$ cat config.mk
export PLATFORM = sky130hd
export DESIGN_NAME = instruction_queue_dispatch_gate_unit_flat
export DESIGN_NICKNAME = d
export VERILOG_FILES = /design/src/sv/iqdg_pkg.sv /design/src/sv/iqdg_if.sv /design/src/sv/iqdg_ram.sv /design/src/sv/iqdg_cfg.sv /design/src/sv/instruction_queue_dispatch_gate_unit.sv /design/src/flat_wrapper.sv
export SDC_FILE = /design/constraint.sdc
export NUM_CORES = 2
export LEC_CHECK = 0
export ABC_AREA = 1
export BUFFER_PORTS_ARGS = -buffer_cell sky130_fd_sc_hd__buf_2
export CAP_MARGIN = 0
export CORE_MARGIN = 5
export CORE_UTILIZATION = 40
export DETAILED_ROUTE_END_ITERATION = 7
export SYNTH_ARGS = -nofsm -noshare
export SYNTH_HDL_FRONTEND = slang
export SYNTH_SLANG_ARGS = --single-unit
export TNS_END_PERCENT = 100
$ cat constraint.sdc
create_clock -name clk -period 5.1 [get_ports clk]
set_input_delay 0.765 -clock clk [delete_from_list [all_inputs] [get_ports clk]]
set_output_delay 0.765 -clock clk [all_outputs]
set_load 0.005 [all_outputs]
$ cat src/sv/iqdg_pkg.sv
`timescale 1ns / 1ps
package iqdg_pkg;

	localparam int QUEUE_DEPTH = 64;
	localparam int MAX_WIDTH   = 8;

	localparam int PTR_W   = $clog2(QUEUE_DEPTH);
	localparam int OCC_W   = $clog2(QUEUE_DEPTH + 1);
	localparam int DONE_W  = $clog2(MAX_WIDTH + 1);
	localparam int DW_W    = 4;
	localparam int LIM_W   = (DONE_W > DW_W) ? DONE_W : DW_W;
	localparam int QSIZE_W = 7;
	localparam int FREE_W  = (OCC_W > QSIZE_W) ? OCC_W : QSIZE_W;
	localparam int PADDR_W = 3;
	localparam int PDATA_W = 32;

	localparam logic [QSIZE_W-1:0] QUEUE_SIZE_RST     = QSIZE_W'(32);
	localparam logic [DW_W-1:0]    DISPATCH_WIDTH_RST = DW_W'(4);

	typedef enum logic [1:0] {
		CMD_ENQUEUE  = 2'd0,
		CMD_SQUASH   = 2'd1,
		CMD_DISPATCH = 2'd2
	} cmd_t;

	typedef enum logic [1:0] {
		KIND_UOP    = 2'd0,
		KIND_STATUS = 2'd1,
		KIND_SQUASH = 2'd2
	} kind_t;

	typedef enum logic {
		REG_QUEUE_SIZE     = 1'b0,
		REG_DISPATCH_WIDTH = 1'b1
	} reg_idx_t;

	typedef enum logic [2:0] {
		ST_IDLE,
		ST_CHECK,
		ST_EVAL,
		ST_SQUASH,
		ST_STATUS
	} state_t;

	typedef struct packed {
		logic [1:0]  num_cc_writes;
		logic [2:0]  num_writes;
		logic [2:0]  num_reads;
		logic        halt_dispatch;
		logic [31:0] insn_tag;
	} uop_rec_t;

	localparam int UOP_W = $bits(uop_rec_t);

	typedef struct packed {
		logic [QSIZE_W-1:0] queue_size;
		logic [DW_W-1:0]    dispatch_width;
	} cfg_t;

endpackage

$ cat src/sv/iqdg_if.sv
`timescale 1ns / 1ps
interface iqdg_cmd_if;
	logic        valid;
	logic        ready;
	logic [1:0]  command;
	logic [31:0] insn_tag;
	logic        halt_dispatch;
	logic [2:0]  num_reads;
	logic [2:0]  num_writes;
	logic [1:0]  num_cc_writes;
	logic [3:0]  squash_cause;
	logic [6:0]  dispatch_slots;
	logic        core_synced;
	logic [9:0]  free_int_regs;
	logic [9:0]  free_fp_regs;
	logic [9:0]  free_cc_regs;

	modport source (
		output valid, command, insn_tag, halt_dispatch, num_reads, num_writes,
		       num_cc_writes, squash_cause, dispatch_slots, core_synced,
		       free_int_regs, free_fp_regs, free_cc_regs,
		input  ready
	);
	modport sink (
		input  valid, command, insn_tag, halt_dispatch, num_reads, num_writes,
		       num_cc_writes, squash_cause, dispatch_slots, core_synced,
		       free_int_regs, free_fp_regs, free_cc_regs,
		output ready
	);
endinterface

interface iqdg_res_if;
	logic        valid;
	logic        ready;
	logic [1:0]  kind;
	logic [31:0] out_tag;
	logic [3:0]  out_cause;
	logic [6:0]  queue_free;
	logic [6:0]  queue_count;
	logic        stalled;
	logic        dropped;
	logic        last;

	modport source (
		output valid, kind, out_tag, out_cause, queue_free, queue_count,
		       stalled, dropped, last,
		input  ready
	);
	modport sink (
		input  valid, kind, out_tag, out_cause, queue_free, queue_count,
		       stalled, dropped, last,
		output ready
	);
endinterface

$ cat src/sv/iqdg_ram.sv
`timescale 1ns / 1ps
module iqdg_ram #(
	parameter int WIDTH = 8,
	parameter int DEPTH = 16
) (
	input  logic                     clk,
	input  logic                     we,
	input  logic [$clog2(DEPTH)-1:0] waddr,
	input  logic [WIDTH-1:0]         wdata,
	input  logic [$clog2(DEPTH)-1:0] raddr,
	output logic [WIDTH-1:0]         rdata
);

	logic [WIDTH-1:0] mem [DEPTH];

	always_ff @(posedge clk) begin
		if (we) begin
			mem[waddr] <= wdata;
		end
		rdata <= mem[raddr];
	end

endmodule

$ cat src/sv/iqdg_cfg.sv
`timescale 1ns / 1ps
module iqdg_cfg
	import iqdg_pkg::*;
(
	input  logic               clk,
	input  logic               arst_n,
	input  logic               psel,
	input  logic               penable,
	input  logic               pwrite,
	input  logic [PADDR_W-1:0] paddr,
	input  logic [PDATA_W-1:0] pwdata,
	output logic [PDATA_W-1:0] prdata,
	output logic               pready,
	output cfg_t               cfg
);

	logic     wr_en;
	reg_idx_t idx;
	cfg_t     cfg_q;

	// word-aligned registers: bit 2 picks the register
	assign idx    = reg_idx_t'(paddr[2]);
	assign wr_en  = psel && penable && pwrite;
	assign pready = 1'b1;
	assign cfg    = cfg_q;

	always_ff @(posedge clk or negedge arst_n) begin
		if (!arst_n) begin
			cfg_q.queue_size     <= QUEUE_SIZE_RST;
			cfg_q.dispatch_width <= DISPATCH_WIDTH_RST;
		end else if (wr_en) begin
			unique case (idx)
				REG_QUEUE_SIZE:     cfg_q.queue_size     <= pwdata[QSIZE_W-1:0];
				REG_DISPATCH_WIDTH: cfg_q.dispatch_width <= pwdata[DW_W-1:0];
			endcase
		end
	end

	always_comb begin
		unique case (idx)
			REG_QUEUE_SIZE:     prdata = PDATA_W'(cfg_q.queue_size);
			REG_DISPATCH_WIDTH: prdata = PDATA_W'(cfg_q.dispatch_width);
		endcase
	end

endmodule

$ cat src/sv/instruction_queue_dispatch_gate_unit.sv
`timescale 1ns / 1ps
// Order: an enqueue or unused command goes through the status state, which loads its status word;
//   a squash goes through the squash state, which loads its forwarded-squash word, then the status state.
// Dispatch: a check state and an evaluate state per issued uop (uop-store read, then issue), until a
//   check fails or an evaluate is blocked, then the status word.
// Flow: one command word at a time; the next is taken in the cycle after the status word is
//   loaded; receiver stalls hold any state that loads a result word.
// Reset: queue empty, sync flag clear, queue_size 32, dispatch_width 4; uop store not cleared.
module instruction_queue_dispatch_gate_unit
	import iqdg_pkg::*;
(
	input  logic               clk,
	input  logic               arst_n,
	iqdg_cmd_if.sink           cmd_ch,
	iqdg_res_if.source         res_ch,
	input  logic               psel,
	input  logic               penable,
	input  logic               pwrite,
	input  logic [PADDR_W-1:0] paddr,
	input  logic [PDATA_W-1:0] pwdata,
	output logic [PDATA_W-1:0] prdata,
	output logic               pready
);

	// configuration registers
	cfg_t cfg;

	iqdg_cfg u_cfg (
		.clk     (clk),
		.arst_n  (arst_n),
		.psel    (psel),
		.penable (penable),
		.pwrite  (pwrite),
		.paddr   (paddr),
		.pwdata  (pwdata),
		.prdata  (prdata),
		.pready  (pready),
		.cfg     (cfg)
	);

	// queue control state
	state_t             state_q, state_d;
	logic [PTR_W-1:0]   head_q, tail_q;
	logic [OCC_W-1:0]   occ_q;
	logic               sync_pending_q;
	logic               drop_q;

	// latched command word
	logic [3:0]         cause_q;
	logic               synced_q;
	logic [9:0]         fp_q;
	logic [6:0]         slots_in_q;
	logic [9:0]         int_in_q;
	logic [9:0]         cc_in_q;

	// per-dispatch budgets
	logic [6:0]         slots_q;
	logic [9:0]         xregs_q;
	logic [9:0]         ccs_q;
	logic [DONE_W-1:0]  done_q;

	// result register
	logic               out_valid_q;
	kind_t              kind_q;
	logic [31:0]        tag_q;
	logic [3:0]         ocause_q;
	logic [6:0]         qfree_q;
	logic [6:0]         qcount_q;
	logic               stalled_q;
	logic               dropped_q;
	logic               last_q;

	logic               accept;
	logic               full;
	logic               enq_we;
	uop_rec_t           wr_rec;
	uop_rec_t           rd_rec;
	logic [UOP_W-1:0]   rd_data;

	assign accept = cmd_ch.valid && cmd_ch.ready;
	assign full   = (occ_q == OCC_W'(QUEUE_DEPTH));
	assign enq_we = accept && (cmd_t'(cmd_ch.command) == CMD_ENQUEUE) && !full;

	assign wr_rec.insn_tag      = cmd_ch.insn_tag;
	assign wr_rec.halt_dispatch = cmd_ch.halt_dispatch;
	assign wr_rec.num_reads     = cmd_ch.num_reads;
	assign wr_rec.num_writes    = cmd_ch.num_writes;
	assign wr_rec.num_cc_writes = cmd_ch.num_cc_writes;

	// Uop store: written at the tail on an enqueue, read at the head every cycle.
	// Enqueue and dispatch never overlap, so no forwarding path is needed: the
	// check cycle reads the head and the evaluate cycle sees its data.
	iqdg_ram #(
		.WIDTH (UOP_W),
		.DEPTH (QUEUE_DEPTH)
	) u_store (
		.clk   (clk),
		.we    (enq_we),
		.waddr (tail_q),
		.wdata (wr_rec),
		.raddr (head_q),
		.rdata (rd_data)
	);

	assign rd_rec = uop_rec_t'(rd_data);

	// Pointer wrap for any depth
	function automatic logic [PTR_W-1:0] ptr_inc(input logic [PTR_W-1:0] p);
		ptr_inc = (p == PTR_W'(QUEUE_DEPTH - 1)) ? '0 : p + 1'b1;
	endfunction

	// Width limit: clamp to MAX_WIDTH
	logic [LIM_W-1:0] width_lim;
	assign width_lim = (LIM_W'(cfg.dispatch_width) > LIM_W'(MAX_WIDTH)) ?
		LIM_W'(MAX_WIDTH) : LIM_W'(cfg.dispatch_width);

	// Loop guard, evaluated in the check cycle
	logic go_on;
	assign go_on = (slots_q != '0) && (LIM_W'(done_q) < width_lim) && (occ_q != '0) &&
		!sync_pending_q && (xregs_q != '0) && (fp_q != '0) && (ccs_q != '0);

	// Head uop test, evaluated once its data is back
	logic [3:0]  int_cost;
	logic        halt_block;
	logic        blocked;
	assign int_cost   = {1'b0, rd_rec.num_reads} + {1'b0, rd_rec.num_writes};
	assign halt_block = rd_rec.halt_dispatch && !(synced_q && (done_q == '0));
	assign blocked    = halt_block || ({6'b0, int_cost} > xregs_q) ||
		({8'b0, rd_rec.num_cc_writes} > ccs_q);

	// Result register may be loaded when empty or being drained
	logic out_free;
	assign out_free = !out_valid_q || res_ch.ready;

	// Status fields from post-item state and this word's downstream view
	logic [FREE_W-1:0] qfree_w;
	logic              stall_w;
	assign qfree_w = (FREE_W'(cfg.queue_size) > FREE_W'(occ_q)) ?
		FREE_W'(cfg.queue_size) - FREE_W'(occ_q) : '0;
	assign stall_w = (occ_q == '0) || (slots_in_q == '0) || (sync_pending_q && !synced_q) ||
		(int_in_q == '0) || (fp_q == '0) || (cc_in_q == '0);

	// next state
	always_comb begin
		state_d = state_q;
		unique case (state_q)
			ST_IDLE: begin
				if (accept) begin
					unique case (cmd_ch.command)
						CMD_SQUASH:   state_d = ST_SQUASH;
						CMD_DISPATCH: state_d = ST_CHECK;
						default:      state_d = ST_STATUS;
					endcase
				end
			end
			ST_CHECK:  state_d = go_on ? ST_EVAL : ST_STATUS;
			ST_EVAL: begin
				if (blocked) begin
					state_d = ST_STATUS;
				end else if (out_free) begin
					state_d = ST_CHECK;
				end
			end
			ST_SQUASH: state_d = out_free ? ST_STATUS : ST_SQUASH;
			ST_STATUS: state_d = out_free ? ST_IDLE : ST_STATUS;
			default:   state_d = ST_IDLE;
		endcase
	end

	// state outputs
	logic issue, emit_squash, emit_status;
	always_comb begin
		cmd_ch.ready = 1'b0;
		issue        = 1'b0;
		emit_squash  = 1'b0;
		emit_status  = 1'b0;
		unique case (state_q)
			ST_IDLE:   cmd_ch.ready = 1'b1;
			ST_EVAL:   issue        = !blocked && out_free;
			ST_SQUASH: emit_squash  = out_free;
			ST_STATUS: emit_status  = out_free;
			default: ;
		endcase
	end

	always_ff @(posedge clk or negedge arst_n) begin
		if (!arst_n) begin
			state_q <= ST_IDLE;
		end else begin
			state_q <= state_d;
		end
	end

	// Queue pointers, occupancy and sync flag
	always_ff @(posedge clk or negedge arst_n) begin
		if (!arst_n) begin
			head_q         <= '0;
			tail_q         <= '0;
			occ_q          <= '0;
			sync_pending_q <= 1'b0;
			drop_q         <= 1'b0;
		end else if (accept) begin
			drop_q <= (cmd_t'(cmd_ch.command) == CMD_ENQUEUE) && full;
			unique case (cmd_ch.command)
				CMD_ENQUEUE: begin
					if (!full) begin
						tail_q <= ptr_inc(tail_q);
						occ_q  <= occ_q + 1'b1;
					end
				end
				CMD_SQUASH: begin
					// empty the queue; the flag survives a squash
					head_q <= '0;
					tail_q <= '0;
					occ_q  <= '0;
				end
				CMD_DISPATCH: begin
					if (cmd_ch.core_synced) begin
						sync_pending_q <= 1'b0;
					end
				end
				default: ;
			endcase
		end else if (issue) begin
			head_q <= ptr_inc(head_q);
			occ_q  <= occ_q - 1'b1;
			if (rd_rec.halt_dispatch) begin
				sync_pending_q <= 1'b1;
			end
		end
	end

	// Latch the command word and per-dispatch budgets
	always_ff @(posedge clk or negedge arst_n) begin
		if (!arst_n) begin
			done_q <= '0;
		end else if (accept) begin
			done_q <= '0;
		end else if (issue) begin
			done_q <= done_q + 1'b1;
		end
	end

	always_ff @(posedge clk) begin
		if (accept) begin
			cause_q    <= cmd_ch.squash_cause;
			synced_q   <= cmd_ch.core_synced;
			fp_q       <= cmd_ch.free_fp_regs;
			slots_in_q <= cmd_ch.dispatch_slots;
			int_in_q   <= cmd_ch.free_int_regs;
			cc_in_q    <= cmd_ch.free_cc_regs;
			slots_q    <= cmd_ch.dispatch_slots;
			xregs_q    <= cmd_ch.free_int_regs;
			ccs_q      <= cmd_ch.free_cc_regs;
		end else if (issue) begin
			slots_q <= slots_q - 1'b1;
			xregs_q <= xregs_q - {6'b0, int_cost};
			ccs_q   <= ccs_q - {8'b0, rd_rec.num_cc_writes};
		end
	end

	// Result register: hold until taken, load when a word is ready
	logic load_out;
	assign load_out = issue || emit_squash || emit_status;

	always_ff @(posedge clk or negedge arst_n) begin
		if (!arst_n) begin
			out_valid_q <= 1'b0;
		end else if (load_out) begin
			out_valid_q <= 1'b1;
		end else if (res_ch.ready) begin
			out_valid_q <= 1'b0;
		end
	end

	// Fields that do not belong to a word's kind are driven to zero
	always_ff @(posedge clk) begin
		if (load_out) begin
			priority if (issue) begin
				kind_q    <= KIND_UOP;
				tag_q     <= rd_rec.insn_tag;
				ocause_q  <= '0;
				qfree_q   <= '0;
				qcount_q  <= '0;
				stalled_q <= 1'b0;
				dropped_q <= 1'b0;
				last_q    <= 1'b0;
			end else if (emit_squash) begin
				kind_q    <= KIND_SQUASH;
				tag_q     <= '0;
				ocause_q  <= cause_q;
				qfree_q   <= '0;
				qcount_q  <= '0;
				stalled_q <= 1'b0;
				dropped_q <= 1'b0;
				last_q    <= 1'b0;
			end else begin
				kind_q    <= KIND_STATUS;
				tag_q     <= '0;
				ocause_q  <= '0;
				qfree_q   <= qfree_w[6:0];
				qcount_q  <= 7'(occ_q);
				stalled_q <= stall_w;
				dropped_q <= drop_q;
				last_q    <= 1'b1;
			end
		end
	end

	assign res_ch.valid       = out_valid_q;
	assign res_ch.kind        = kind_q;
	assign res_ch.out_tag     = tag_q;
	assign res_ch.out_cause   = ocause_q;
	assign res_ch.queue_free  = qfree_q;
	assign res_ch.queue_count = qcount_q;
	assign res_ch.stalled     = stalled_q;
	assign res_ch.dropped     = dropped_q;
	assign res_ch.last        = last_q;

	// Occupancy never passes the storage depth
	a_occ_bound: assert property (@(posedge clk) disable iff (!arst_n)
		occ_q <= OCC_W'(QUEUE_DEPTH))
		else $error("occupancy beyond storage depth");

	// A squash leaves the queue empty
	a_squash_empty: assert property (@(posedge clk) disable iff (!arst_n)
		(cmd_ch.valid && cmd_ch.ready && (cmd_ch.command == CMD_SQUASH)) |=> (occ_q == '0))
		else $error("queue not empty after squash");

	// Only the status word closes an item
	a_last_status: assert property (@(posedge clk) disable iff (!arst_n)
		(res_ch.valid && res_ch.last) |-> (res_ch.kind == KIND_STATUS))
		else $error("last set on a non-status word");

	// After a status word is loaded, the block is ready for the next command
	a_status_idle: assert property (@(posedge clk) disable iff (!arst_n)
		emit_status |=> cmd_ch.ready)
		else $error("not ready after status word");

	// A uop is issued only within the width limit
	a_width: assert property (@(posedge clk) disable iff (!arst_n)
		issue |-> (LIM_W'(done_q) < width_lim))
		else $error("dispatch beyond width limit");

endmodule

$ cat src/flat_wrapper.sv
// flat-port wrapper written by rule: the top's interface ports become plain ports
module instruction_queue_dispatch_gate_unit_flat import iqdg_pkg::*;
  (clk, arst_n, psel, penable, pwrite, paddr, pwdata, prdata, pready, cmd_ch_valid, cmd_ch_command, cmd_ch_insn_tag, cmd_ch_halt_dispatch, cmd_ch_num_reads, cmd_ch_num_writes, cmd_ch_num_cc_writes, cmd_ch_squash_cause, cmd_ch_dispatch_slots, cmd_ch_core_synced, cmd_ch_free_int_regs, cmd_ch_free_fp_regs, cmd_ch_free_cc_regs, cmd_ch_ready, res_ch_valid, res_ch_kind, res_ch_out_tag, res_ch_out_cause, res_ch_queue_free, res_ch_queue_count, res_ch_stalled, res_ch_dropped, res_ch_last, res_ch_ready);
  iqdg_cmd_if cmd_ch_i ();
  iqdg_res_if res_ch_i ();
  input  logic clk;
  input  logic arst_n;
  input  logic psel;
  input  logic penable;
  input  logic pwrite;
  input  logic [PADDR_W-1:0] paddr;
  input  logic [PDATA_W-1:0] pwdata;
  output logic [PDATA_W-1:0] prdata;
  output logic pready;
  input wire logic [$bits(cmd_ch_i.valid)-1:0] cmd_ch_valid;
  input wire logic [$bits(cmd_ch_i.command)-1:0] cmd_ch_command;
  input wire logic [$bits(cmd_ch_i.insn_tag)-1:0] cmd_ch_insn_tag;
  input wire logic [$bits(cmd_ch_i.halt_dispatch)-1:0] cmd_ch_halt_dispatch;
  input wire logic [$bits(cmd_ch_i.num_reads)-1:0] cmd_ch_num_reads;
  input wire logic [$bits(cmd_ch_i.num_writes)-1:0] cmd_ch_num_writes;
  input wire logic [$bits(cmd_ch_i.num_cc_writes)-1:0] cmd_ch_num_cc_writes;
  input wire logic [$bits(cmd_ch_i.squash_cause)-1:0] cmd_ch_squash_cause;
  input wire logic [$bits(cmd_ch_i.dispatch_slots)-1:0] cmd_ch_dispatch_slots;
  input wire logic [$bits(cmd_ch_i.core_synced)-1:0] cmd_ch_core_synced;
  input wire logic [$bits(cmd_ch_i.free_int_regs)-1:0] cmd_ch_free_int_regs;
  input wire logic [$bits(cmd_ch_i.free_fp_regs)-1:0] cmd_ch_free_fp_regs;
  input wire logic [$bits(cmd_ch_i.free_cc_regs)-1:0] cmd_ch_free_cc_regs;
  output wire logic [$bits(cmd_ch_i.ready)-1:0] cmd_ch_ready;
  output wire logic [$bits(res_ch_i.valid)-1:0] res_ch_valid;
  output wire logic [$bits(res_ch_i.kind)-1:0] res_ch_kind;
  output wire logic [$bits(res_ch_i.out_tag)-1:0] res_ch_out_tag;
  output wire logic [$bits(res_ch_i.out_cause)-1:0] res_ch_out_cause;
  output wire logic [$bits(res_ch_i.queue_free)-1:0] res_ch_queue_free;
  output wire logic [$bits(res_ch_i.queue_count)-1:0] res_ch_queue_count;
  output wire logic [$bits(res_ch_i.stalled)-1:0] res_ch_stalled;
  output wire logic [$bits(res_ch_i.dropped)-1:0] res_ch_dropped;
  output wire logic [$bits(res_ch_i.last)-1:0] res_ch_last;
  input wire logic [$bits(res_ch_i.ready)-1:0] res_ch_ready;
  assign cmd_ch_i.valid = cmd_ch_valid;
  assign cmd_ch_i.command = cmd_ch_command;
  assign cmd_ch_i.insn_tag = cmd_ch_insn_tag;
  assign cmd_ch_i.halt_dispatch = cmd_ch_halt_dispatch;
  assign cmd_ch_i.num_reads = cmd_ch_num_reads;
  assign cmd_ch_i.num_writes = cmd_ch_num_writes;
  assign cmd_ch_i.num_cc_writes = cmd_ch_num_cc_writes;
  assign cmd_ch_i.squash_cause = cmd_ch_squash_cause;
  assign cmd_ch_i.dispatch_slots = cmd_ch_dispatch_slots;
  assign cmd_ch_i.core_synced = cmd_ch_core_synced;
  assign cmd_ch_i.free_int_regs = cmd_ch_free_int_regs;
  assign cmd_ch_i.free_fp_regs = cmd_ch_free_fp_regs;
  assign cmd_ch_i.free_cc_regs = cmd_ch_free_cc_regs;
  assign cmd_ch_ready = cmd_ch_i.ready;
  assign res_ch_valid = res_ch_i.valid;
  assign res_ch_kind = res_ch_i.kind;
  assign res_ch_out_tag = res_ch_i.out_tag;
  assign res_ch_out_cause = res_ch_i.out_cause;
  assign res_ch_queue_free = res_ch_i.queue_free;
  assign res_ch_queue_count = res_ch_i.queue_count;
  assign res_ch_stalled = res_ch_i.stalled;
  assign res_ch_dropped = res_ch_i.dropped;
  assign res_ch_last = res_ch_i.last;
  assign res_ch_i.ready = res_ch_ready;
  instruction_queue_dispatch_gate_unit u_core (.clk(clk), .arst_n(arst_n), .cmd_ch(cmd_ch_i), .res_ch(res_ch_i), .psel(psel), .penable(penable), .pwrite(pwrite), .paddr(paddr), .pwdata(pwdata), .prdata(prdata), .pready(pready));
endmodule
==> metrics.md <==
| Metric | Value |
|---|---|
| Leak | 45.7 nW |
| Req. time, crit path | 5.62 ns |
| PwrDens | 489 nW/µm² |
| Final setup margin | 1.42 ns |
| Number of synthesized flops with an enable pin | 2747 |
| Most frequent cell after synthesis | nand2_1 |
| Die H | 544 µm |
| Finished Layout Cells | 13700 |
| Post-synth ARST share | 0.0141 |
| DR DRC count | 0 |
| Maxcap violations | 0 |
| Initial DRC Count | 8561 |
| Setup violations, final | 0 |
| Yosys cell types | 44 |
| Nets | 9826 |
| Later-pin clock latency in the skew report | 0.89 ns |
| Post-synthesis mux area share | 0 |
| Worst R2R Path Depth | 10 |
| Vias | 75300 |
| Final instance area | 129000 µm² |
| Yosys reg bits | 2828 |
| Clock skew | 0.0474 ns |
| Post-Syn Instances | 9552 |
| Largest net degree at the start of global routing | 203 |
| Hpwl dp | 176 mm |
| Fin. Hold Viols | 0 |
| Number of synthesis warnings | 0 |
| Count of final max-slew check failures | 0 |
| Capturing point of the worst reg2reg path | u_core.u_store.mem[47][23]$_DFFE_PP_ |
| Simple-gate share of the synthesized area | 0.220 |
| Cell Area, Placed | 120000 µm² |
| DP Worst Slack | 1.30 ns |
| Mapped Avg Cell Area | 12.0 µm² |
| Routed len/inst | 24.2 µm |
| Sequential-to-total area share from yosys stat | 0.739 |
| CTS tree | done |
| Finished Core Util | 0.453 |
| Worst R2R Setup Slack | 1.42 ns |
| Status | finished clean |
| P&R area growth vs syn | 12.9% |
| Largest family of logic cells by synthesized area | simple AND/OR/NAND/NOR gates |
| Layout cells sized above 1 | 0.0924 |
| Area of the multi-input gates | 26800 µm² |
| Worst slew pin tran | 1.29 ns |
| Largest cells by area after synthesis | edfxtp_1 72%, nand3_1 11%, nand2_1 10% |
| Number of global-route vias before repair | 71700 |
| Worst Hold Class | in2async |
| Routability cong. | 0.803 |
| First-pass GRT wire length | 481 mm |
| DP Cell Count | 13100 |
| Critical Path End Type | register |
| Peak VDD IR | 0.000436 V |
| Syn Std Cell Area | 114000 µm² |
| Num CTS Buffers | 302 |
| Die area | 296000 µm² |
| RR Startpoint | u_core.occ_q[1]$_DFFE_PN0P_ |
| Core area | 285000 µm² |
| Type of origin of the critical path | register |
| Detail Route Antenna Nets | 0 |
| Wirelength, routed | 331 mm |
| PortBufs | 163 |
| Worst hold margin | 0.0672 ns |
| WS Path Type | reg2reg |
| Tot GR Track Use | 0.217 |
| RSZ-0062 raised after global routing | no |
| Tot Pwr | 63.0 mW |
| Clock tree buffer depth | 4 |
| Root Driver | clkbuf_16 |
| Area share of xor/xnor cells in the synthesized design | 0.00199 |
| Initial antenna violation count | 19 |
| Synth Area in Compound Gates | 0.00418 |
| Vias/cell | 5.51 |
| Total gr overflow | 0 |
| # rows | 196 |
| Initial Utilization | 0.401 |
| CP arrival | 4.21 ns |
| Period Utilization, post-route | 0.722 |
| Relative slew slack | 0.141 |
| Post-synth top flop | edfxtp_1 |
| Fill count | 25300 |
| # IOs | 217 |
| Commonest cells in the synthesized netlist | 3149 x nand2_1, 2747 x edfxtp_1, 2438 x nand3_1 |
| Worst Path Max Fanout | 16 |
| Clock sink count | 2828 |
| Final min period | 3.68 ns |
| Postcts setup bufs | 0 |
| Post-Route Setup TNS | 0 ns |
| Clock Pin Slew Worst Setup and Hold Paths | 0.06 ns |
| H-tree Lvls | 5 |
| Yosys top cell by area | edfxtp_1 |
| Post-Synth Adder-Cell Area | 0.00421 |
| TritonRoute pass-1 iters | 6 |
| Yosys top cell area share | 0.723 |
| Die Width | 544 µm |
| Register area | 84300 µm² |
| Fmax | 0.272 GHz |
==> how the worst max path moves through the flow <==
stage / from / endpoint / slack [ns] / cells past startpoint
2_1_floorplan: u_core.u_store.rdata[33]$_DFF_P_ / u_core.res_ch.dropped$_SDFFCE_PP0P_ / 0.92 / 13
3_3_place_gp: cmd_ch_command[1] / u_core.u_store.mem[31][31]$_DFFE_PP_ / 1.35 / 8
3_5_place_dp: cmd_ch_command[0] / u_core.u_store.mem[47][26]$_DFFE_PP_ / 1.30 / 8
4_1_cts: u_core.occ_q[1]$_DFFE_PN0P_ / u_core.u_store.mem[47][18]$_DFFE_PP_ / 1.44 / 10
5_1_grt: u_core.occ_q[0]$_DFFE_PN0P_ / u_core.u_store.mem[31][30]$_DFFE_PP_ / 1.26 / 10
6_report: u_core.occ_q[1]$_DFFE_PN0P_ / u_core.u_store.mem[47][23]$_DFFE_PP_ / 1.42 / 10
==> report_power, final <==
group | total [mW] | internal (mW) | switching (mW)
clock | 20.9 | 11.9 | 8.97
combinational | 15.0 | 4.31 | 10.7
sequential | 27.1 | 26.5 | 0.638
==> cell families after synthesis <==
kind of cell | Yosys count
xor+xnor | 26
flops | 2828
buf+inv | 744
compound gates | 88
simple gates | 5828
fa+ha+maj | 36
other cells | 2
==> state kept, by name, summed over array words and instances, names as in the netlist, 10 cells and up <==
register,cells
u_core.cc_in_q,10
u_core.ccs_q,10
u_core.fp_q,10
u_core.int_in_q,10
u_core.res_ch.out_tag,32
u_core.u_cfg.cfg,11
u_core.u_store.mem,2624
u_core.u_store.rdata,41
u_core.xregs_q,10
==> repair_timing <==
action                                 4_1_cts  5_1_grt
endpoints found under the hold margin        1        0
hold buffers                                 1        0
gates resized for setup                      0        0
==> area by class of cell <==
type / instances / area share
multi-input combinational: 6004 / 0.208
antenna: 17 / 0.000330
tap: 3762 / 0.0365
clock buffer: 365 / 0.0618
inverter: 125 / 0.00396
timing repair buffer: 402 / 0.0243
sequential: 2828 / 0.654
clock inverter: 171 / 0.0105
==> worst max-delay path, cell delays in order (launching register included) <==
cell and delay (ns):
dfrtp_1 0.48, inv_1 0.15, ha_1 0.20, nand2_1 0.06, nor2_1 0.06, nand2_1 0.10, nand3_2 0.18, nor2_2 0.25
nand2_1 0.58, nor2_4 0.71, buf_4 0.49
==> cells in the final DEF (no fill, tap or decap), types with 13 or more instances in the layout <==
cell	n
a21oi_1	18
buf_12	41
buf_2	163
buf_4	197
bufinv_16	16
clkbuf_1	51
clkbuf_16	307
clkinv_1	76
clkinv_2	52
conb_1	26
dfrtp_1	32
dfxtp_1	41
diode_2	17
edfxtp_1	2747
ha_1	32
inv_1	116
nand2_1	3149
nand3_1	2438
nor2_1	128
nor2_4	65
nor3_1	13
o21ai_0	51
xor2_1	18
==> metal layers <==
layer  part of all wire  routed length, µm  track usage  vias up
met5            0.00015                 50            0        -
li1                   -                  -            -    33900
met1               0.41             134000        0.298    37100
met3              0.096              31800       0.0422      633
met2               0.46             153000        0.347     3728
met4              0.037              12300       0.0748        8
No activity file was read; power rests on OpenSTA's default activity.
